`config.mk`:
```
export PLATFORM = sky130hd
export DESIGN_NAME = sorted_insert_priority_queue
export DESIGN_NICKNAME = d
export VERILOG_FILES = /design/src/design/sipq_pkg.sv /design/src/design/sipq_cell.sv /design/src/design/sorted_insert_priority_queue.sv
export SDC_FILE = /design/constraint.sdc
export NUM_CORES = 1
export LEC_CHECK = 0
export BUFFER_PORTS_ARGS = -buffer_cell sky130_fd_sc_hd__buf_4
export CAP_MARGIN = 20
export CORE_MARGIN = 1.5
export CORE_UTILIZATION = 57
export CTS_CLUSTER_DIAMETER = 40
export DETAILED_ROUTE_END_ITERATION = 12
export GPL_TIMING_DRIVEN = 0
export PLACE_DENSITY_LB_ADDON = 0.3
export RECOVER_POWER = 100
export SLEW_MARGIN = 40
export SYNTH_ARGS = -nofsm -noshare
export SYNTH_HDL_FRONTEND = slang
export SYNTH_SLANG_ARGS = --single-unit
```
`constraint.sdc`:
```
create_clock -name clk -period 7.47 [get_ports clk]
set_input_delay 1.494 -clock clk [delete_from_list [all_inputs] [get_ports clk]]
set_output_delay 1.494 -clock clk [all_outputs]
set_load 0.005 [all_outputs]
```
`src/design/sipq_pkg.sv`:
```
// shared types and constants for the sorted insert priority queue
`default_nettype none

package sipq_pkg;

  localparam int KEY_W     = 16;
  localparam int DATA_W    = 16;
  localparam int FILL_W    = 5;
  localparam int DEPTH_DEF = 16;

  typedef enum logic {
    OP_INSERT = 1'b0,
    OP_REMOVE = 1'b1
  } op_t;

  typedef enum logic [1:0] {
    STAT_DONE  = 2'd0,
    STAT_FULL  = 2'd1,
    STAT_EMPTY = 2'd2
  } status_t;

  typedef struct packed {
    op_t                operation;
    logic [KEY_W-1:0]   entry_key;
    logic [DATA_W-1:0]  entry_data;
  } sipq_req_t;

  typedef struct packed {
    status_t            status;
    logic [KEY_W-1:0]   head_key;
    logic [DATA_W-1:0]  head_data;
    logic [FILL_W-1:0]  fill_level;
  } sipq_rsp_t;

  typedef struct packed {
    logic               ins;
    logic               rem;
    logic [KEY_W-1:0]   key;
    logic [DATA_W-1:0]  data;
  } sipq_ctrl_t;

endpackage

`default_nettype wire

```
`src/design/sipq_cell.sv`:
```
// one slot of the sorted chain: compares against the new key and shifts
`default_nettype none

module sipq_cell
  import sipq_pkg::*;
(
  input  wire logic              clk,
  input  wire sipq_ctrl_t        ctrl,
  input  wire logic              occupied,
  input  wire logic              left_gt,
  input  wire logic [KEY_W-1:0]  left_key,
  input  wire logic [DATA_W-1:0] left_data,
  input  wire logic [KEY_W-1:0]  right_key,
  input  wire logic [DATA_W-1:0] right_data,
  output logic                   gt,
  output logic [KEY_W-1:0]       key,
  output logic [DATA_W-1:0]      data
);

  logic [KEY_W-1:0]  key_next;
  logic [DATA_W-1:0] data_next;

  // empty slots count as greater so the new entry lands at the tail
  assign gt = !occupied || (key > ctrl.key);

  always_comb begin
    key_next  = key;
    data_next = data;
    if (ctrl.ins && gt) begin
      if (left_gt) begin
        key_next  = left_key;
        data_next = left_data;
      end else begin
        key_next  = ctrl.key;
        data_next = ctrl.data;
      end
    end else if (ctrl.rem) begin
      key_next  = right_key;
      data_next = right_data;
    end
  end

  always_ff @(posedge clk) begin
    key  <= key_next;
    data <= data_next;
  end

endmodule

`default_nettype wire

```
`src/design/sorted_insert_priority_queue.sv`:
```
// top level: fill counter, row of sorted cells and registered result
// the result strobe is registered and comes in the cycle after the request is taken
// throughput: one request per cycle, every cell compares and shifts at once
// busy stays low; the receiver cannot stall and results are never held
// reset empties the queue (count to zero); slot contents are not cleared
`default_nettype none

module sorted_insert_priority_queue
  import sipq_pkg::*;
#(
  parameter int DEPTH = DEPTH_DEF
) (
  input  wire logic      clk,
  input  wire logic      rst,
  input  wire logic      start,
  output logic           busy,
  input  wire sipq_req_t request,
  output logic           result_valid,
  output sipq_rsp_t      result
);

  localparam int CNT_W = $clog2(DEPTH + 1);

  logic [CNT_W-1:0]  count;
  logic [CNT_W-1:0]  count_next;
  logic              accept;
  logic              full;
  logic              empty;
  status_t           status_next;
  status_t           status;
  sipq_ctrl_t        ctrl;

  logic [DEPTH-1:0]  gt;
  logic [KEY_W-1:0]  keys  [DEPTH];
  logic [DATA_W-1:0] datas [DEPTH];

  assign busy   = 1'b0;
  assign accept = start && !busy;
  assign full   = (count == CNT_W'(DEPTH));
  assign empty  = (count == '0);

  always_comb begin
    ctrl.ins    = 1'b0;
    ctrl.rem    = 1'b0;
    ctrl.key    = request.entry_key;
    ctrl.data   = request.entry_data;
    count_next  = count;
    status_next = STAT_DONE;
    if (accept) begin
      case (request.operation)
        OP_INSERT: begin
          if (full) begin
            status_next = STAT_FULL;
          end else begin
            ctrl.ins   = 1'b1;
            count_next = count + 1'b1;
          end
        end
        OP_REMOVE: begin
          if (empty) begin
            status_next = STAT_EMPTY;
          end else begin
            ctrl.rem   = 1'b1;
            count_next = count - 1'b1;
          end
        end
        default: status_next = STAT_DONE;
      endcase
    end
  end

  for (genvar i = 0; i < DEPTH; i++) begin : g_cell
    logic              occ;
    logic              lgt;
    logic [KEY_W-1:0]  lkey;
    logic [DATA_W-1:0] ldata;
    logic [KEY_W-1:0]  rkey;
    logic [DATA_W-1:0] rdata;

    assign occ = (CNT_W'(i) < count);

    if (i == 0) begin : g_first
      assign lgt   = 1'b0;
      assign lkey  = request.entry_key;
      assign ldata = request.entry_data;
    end else begin : g_mid
      assign lgt   = gt[i-1];
      assign lkey  = keys[i-1];
      assign ldata = datas[i-1];
    end

    if (i == DEPTH - 1) begin : g_last
      assign rkey  = keys[i];
      assign rdata = datas[i];
    end else begin : g_inner
      assign rkey  = keys[i+1];
      assign rdata = datas[i+1];
    end

    sipq_cell u_cell (
      .clk        (clk),
      .ctrl       (ctrl),
      .occupied   (occ),
      .left_gt    (lgt),
      .left_key   (lkey),
      .left_data  (ldata),
      .right_key  (rkey),
      .right_data (rdata),
      .gt         (gt[i]),
      .key        (keys[i]),
      .data       (datas[i])
    );
  end

  always_ff @(posedge clk) begin
    if (rst) begin
      count        <= '0;
      result_valid <= 1'b0;
    end else begin
      count        <= count_next;
      result_valid <= accept;
    end
    status <= status_next;
  end

  always_comb begin
    result.status     = status;
    result.fill_level = FILL_W'(count);
    if (count == '0) begin
      result.head_key  = '0;
      result.head_data = '0;
    end else begin
      result.head_key  = keys[0];
      result.head_data = datas[0];
    end
  end

  a_count_bound: assert property (@(posedge clk) disable iff (rst)
    count <= CNT_W'(DEPTH))
    else $error("entry count above depth");

  a_strobe_follows: assert property (@(posedge clk) disable iff (rst)
    accept |=> result_valid)
    else $error("result strobe missing after request");

  a_full_hold: assert property (@(posedge clk) disable iff (rst)
    (accept && request.operation == OP_INSERT && full) |=>
      ($stable(count) && result.status == STAT_FULL))
    else $error("full insert changed the queue");

  a_empty_hold: assert property (@(posedge clk) disable iff (rst)
    (accept && request.operation == OP_REMOVE && empty) |=>
      (count == '0 && result.status == STAT_EMPTY))
    else $error("empty remove changed the queue");

endmodule

`default_nettype wire

```
# == Yosys cells after proc, flatten, opt, wreduce, memory -nomap -nowiden ==
# Index checks and enable logic that the tools add are counted.
# totals
output_inout_bits,41
elab_cells,240
ff_bits,520
# op_classes
order_cmp,32
bitwise_logic,1
n_eq_ne,3
n_reduce_logical,65
mux,102
addsub,2
# ops
op,count
2-to-1 mux 16 bit,90
greater-than comparator 16 bit,16
"less-than comparator 4 x 5 -> 1 bit, first input constant",8
2-to-1 mux 32 bit,1
nonzero test 2 bit,15
"less-than comparator 3 x 5 -> 1 bit, first input constant",4
logical AND 1 bit,16
zero test 1 bit,16
logical OR 1 bit,16
"less-than comparator 1 x 5 -> 1 bit, first input constant",2
"less-than comparator 2 x 5 -> 1 bit, first input constant",2
2-to-1 mux 5 bit,2
case mux 5 bit (2 select lines),1
"adder 5 x 1 -> 5 bit, second input constant",1
"== test 5 bit, second input constant",1
zero test 5 bit,1
2-to-1 mux 1 bit,5
"subtractor 5 x 1 -> 5 bit, second input constant",1
2-to-1 mux 2 bit,2
"inequality test 2 bit, second input constant",2
case mux 2 bit (2 select lines),1
AND reduction 3 bit,1
inverter 1 bit,1

# == Logic depth before layout (Yosys ltp) ==
# depth
ltp_word,6
mapped_depth,12
depth_no_buf,9

# == By module ==
# A second synthesis with hierarchy kept.
# hier_totals
cells_unflattened,3236
area_unflattened_um2,38579.5
# modules_own_cells
module,cells_each,area_per_inst_um2,n_inst
sipq_cell at g_cell[0].u_cell ...,184,2297.2,15
sipq_cell at g_cell[9].u_cell,361,3300.7,1
sorted_insert_priority_queue,115,820.8,1

# == Worst setup path before layout ==
# No wires, ideal clock.
# synth_path
kind,input to register
startpoint,input port request[31] (netlist bit)
endpoint,register g_cell[10].u_cell.data[0] (enable)
setup_ns,0.466
setup_slack_ns,1.161
arrival_time_ns,5.844
path_buffers,2
t_required_ns,7.004
path_stages,10
path_cell_list,inv_1 ha_1 nand4_1 or4_1 a21oi_1 nor4bb_2 or2_2 buf_4 buf_4 o21ai_0
# synth_between
elab_chain_cells,4
# synth_lines
item,line,text
from (decl),sorted_insert_priority_queue.sv:17,"input wire sipq_req_t request,"
greater-than comparator 16 bit,sipq_cell.sv:24,assign gt = !occupied || (key > ctrl.key);
logical OR 1 bit,sipq_cell.sv:24,
logical AND 1 bit,sipq_cell.sv:29,if (ctrl.ins && gt) begin
nonzero test 2 bit (no line),n/a,
to (signal assigned),sipq_cell.sv:45,data <= data_next;
to (decl),sipq_cell.sv:17,output logic [DATA_W-1:0] data
# Every way passes these cells.
# A chain may end at the register's enable or synchronous reset.

# == Final worst setup path ==
# layout_path
startpoint,input port request[27] (netlist bit)
endpoint,register g_cell[3].u_cell.key[3] (enable)
# layout_between
elab_chain_cells,4
# layout_lines
item,line,text
greater-than comparator 16 bit,sipq_cell.sv:24,
logical OR 1 bit,sipq_cell.sv:24,
logical AND 1 bit,sipq_cell.sv:29,
nonzero test 2 bit (no line),n/a,
to (signal assigned),sipq_cell.sv:44,key <= key_next;
to (decl),sipq_cell.sv:16,"output logic [KEY_W-1:0] key,"
# Every way passes these cells.

==> results.ini <==
[status]
status = complete, but fails checks
violations = max-capacitance violations, max-slew violations

[detailed_routing]
drtAntennaViolNets = 0
drt_iter0_markers = 3243
dr.pass1.iters = 8
drc = 0
vias_per_cell = 6.63
wirelength_microns = 108000
wl_per_cell_microns = 26.5
vias = 26900

[clock_network]
cts_tree = yes
cts_buffer_depth = 3
clock_latency_ps = 640
cts_hold_buf = 0
htreeDepth = 3
cts.clk_slew.worst_paths_ps = 50
cts_setup_buffers = 0
cts_buffers = 84
cts.sinks = 520
root_buffer = clkbuf_16
ctsResizeCount = 0

[synthesis]
syn_area_sq_um = 32200
ys_types = 77
synth_ff_type = edfxtp_1
yosysSeqAreaShare_pct = 48.2
synth_seq_cells = 520
syn_nets = 3352
syn_inst = 3057
yosysWarnings = 0
synth-edff-count = 512
avgSynthCellArea_sq_um = 10.5
async_flop_share_pct = 0

[die]
core_sq_um = 55400
dieWidth_microns = 241
ios = 77
die_height_microns = 241
start_util_pct = 58.1
rows = 86
die_area_sq_um = 57900

[sta]
finalCritPeriodShare_pct = 89.4
hold_violations = 0
fmax_mhz = 150
max_slew_margin_pct = -40.0
setup_tns_ps = 0
min_period_ps = 6680
setup_violations = 0
worst_pin_slew_ps = 2080
fin_skew_ps = 25.2
rsz0062_at_grt = no
maxSlewViolCount = 112

[grt]
grt.total_usage_pct = 37.1
grt_max_degree = 33
grt_pass1_vias = 26700
antenna_found_initial = 3
grt_pass1_wl_microns = 159000
grt_overflow = 0

[layout]
utilization_pct = 65.9
nNetsFinal = 3531
syn_to_final_growth_pct = 13.5
drive_gt1_share_pct = 9.71

[pwr]
p_leak_nw = 14.9
ir_drop_v = 0.000224
p_per_area_nw_per_um2 = 328

[placed_design]
gp_congestion = 0.974
io_buffers = 75
dp_hpwl_microns = 82300

[setup_path]
required_ps = 7730
critPathLaunchType = primary input
crit_type = primary input to flip-flop
critical_path.max_fanout = 32
worstPathArrival_ps = 6940
cp-end-kind = flip-flop

[job]
maxCapViolCount = 5

[worst_hold_path]
hold_class = flip-flop to flip-flop

## kinds of logic (layout without fill, tap and decap cells)
logic type / Yosys count / count (layout) / synth area share, %
adder cells (fa/ha/maj): 259 / 259 / 10.1
AO/OA/AOI/OAI: 712 / 712 / 12.3
buffers and inverters: 248 / 497 / 3.63
flip-flops: 520 / 520 / 48.2
multiplexers: 418 / 418 / 13.6
AND/OR/NAND/NOR: 894 / 894 / 12.1
XOR/XNOR: 5 / 5 / 0.136
other: 1 / 3 / 0.0116
## metrics by stage
stage	cells	hold WS, ps	setup slack (ps)	total power, mW	cell area (sq um)
after floorplan	3057	518	1160	6.66	32200
after global placement	3880	548	-556	7.76	33700
after global routing	4054	596	797	12.4	36500
after detailed placement	3898	560	1250	7.99	34100
after CTS	4054	573	1870	12.0	37000
final	4056	570	793	12.0	36500
## worst max-delay path: stages
cell	delay [ps]
clkbuf_1	460
clkinv_1	850
ha_1	610
a21oi_1	130
o21ai_0	100
a2111oi_0	890
a31oi_1	680
nand2_1	260
clkbuf_1	500
clkbuf_1	500
nand2_4	430
## path summary, 6_finish.rpt
kind / from / to / slack [ps] / depth (start not counted)
worst max-delay path: request[27] / g_cell[3].u_cell.key[3] / 790 / 11
worst max register to register: count[1] / g_cell[6].u_cell.key[2] / 1810 / 10
worst min register to register: g_cell[14].u_cell.data[7] / g_cell[13].u_cell.data[7] / 570 / 2
worst min-delay path: g_cell[14].u_cell.data[7] / g_cell[13].u_cell.data[7] / 570 / 2
## where the power goes
part           total [mW]  internal [mW]  switching, mW
Clock                4.02           2.48           1.54
Combinational        3.33           1.24           2.09
Sequential           4.64           4.10          0.540
Total                12.0           7.82           4.17
## area by class of cell
class / count / area [sq um]
clock buffer: 94 / 2180
clock inverter: 62 / 691
fill: 4306 / 18900
timing repair buffer: 93 / 773
buffer: 205 / 902
multi-input combinational: 2289 / 15400
sequential: 520 / 15500
tap: 748 / 936
inverter: 43 / 161
antenna: 2 / 5.00
## per-layer routing
metal	up-vias	routed length [microns]	GRT usage [%]	share of wire (%)
li1	11700	-	-	-
met3	407	10100	6.93	9.3
met5	-	26	0	0.024
met4	4	7210	21.7	6.7
met1	13000	40700	46.7	38
met2	1722	49600	59.8	46
## layout by cell type (no fill, tap or decap), types with 27 or more instances in the layout
cell and n:
nor2_1 271, a31oi_1 70, clkbuf_1 171, mux2i_1 355, a21oi_1 294, nor2b_1 47, buf_4 54, clkbuf_4 40
ha_1 259, mux2_2 33, edfxtp_1 512, mux2_1 27, o21ai_0 254, nand4_1 40, inv_1 34, nand2_1 425
clkbuf_16 86
## sequential cells by signal, indices dropped and copies added, names as in the netlist
| signal | flops |
|---|---|
| g_cell.u_cell.data | 256 |
| g_cell.u_cell.key | 256 |
| count | 5 |
| status | 2 |
| result_valid | 1 |
## Yosys cell counts (all sizes together), types with 7 or more instances
master	count	area share [%]
edfxtp	512	48
nand2	428	5.0
mux2i	355	11
a21oi	294	4.6
nor2	271	3.2
o21ai	263	4.1
ha	259	10
clkbuf	108	1.3
buf	97	1.9
a31oi	70	1.4
mux2	63	2.6
nor2b	47	0.91
inv	43	0.50
nand4	40	0.78
nand3	26	0.40
a21o	21	0.49
nor3	17	0.33
o211ai	11	0.26
a211oi	10	0.23
nor4	10	0.19
a21boi	9	0.21
and3	9	0.17
dfxtp	8	0.50
and2	7	0.14
No activity file was read; power rests on OpenSTA's default activity.
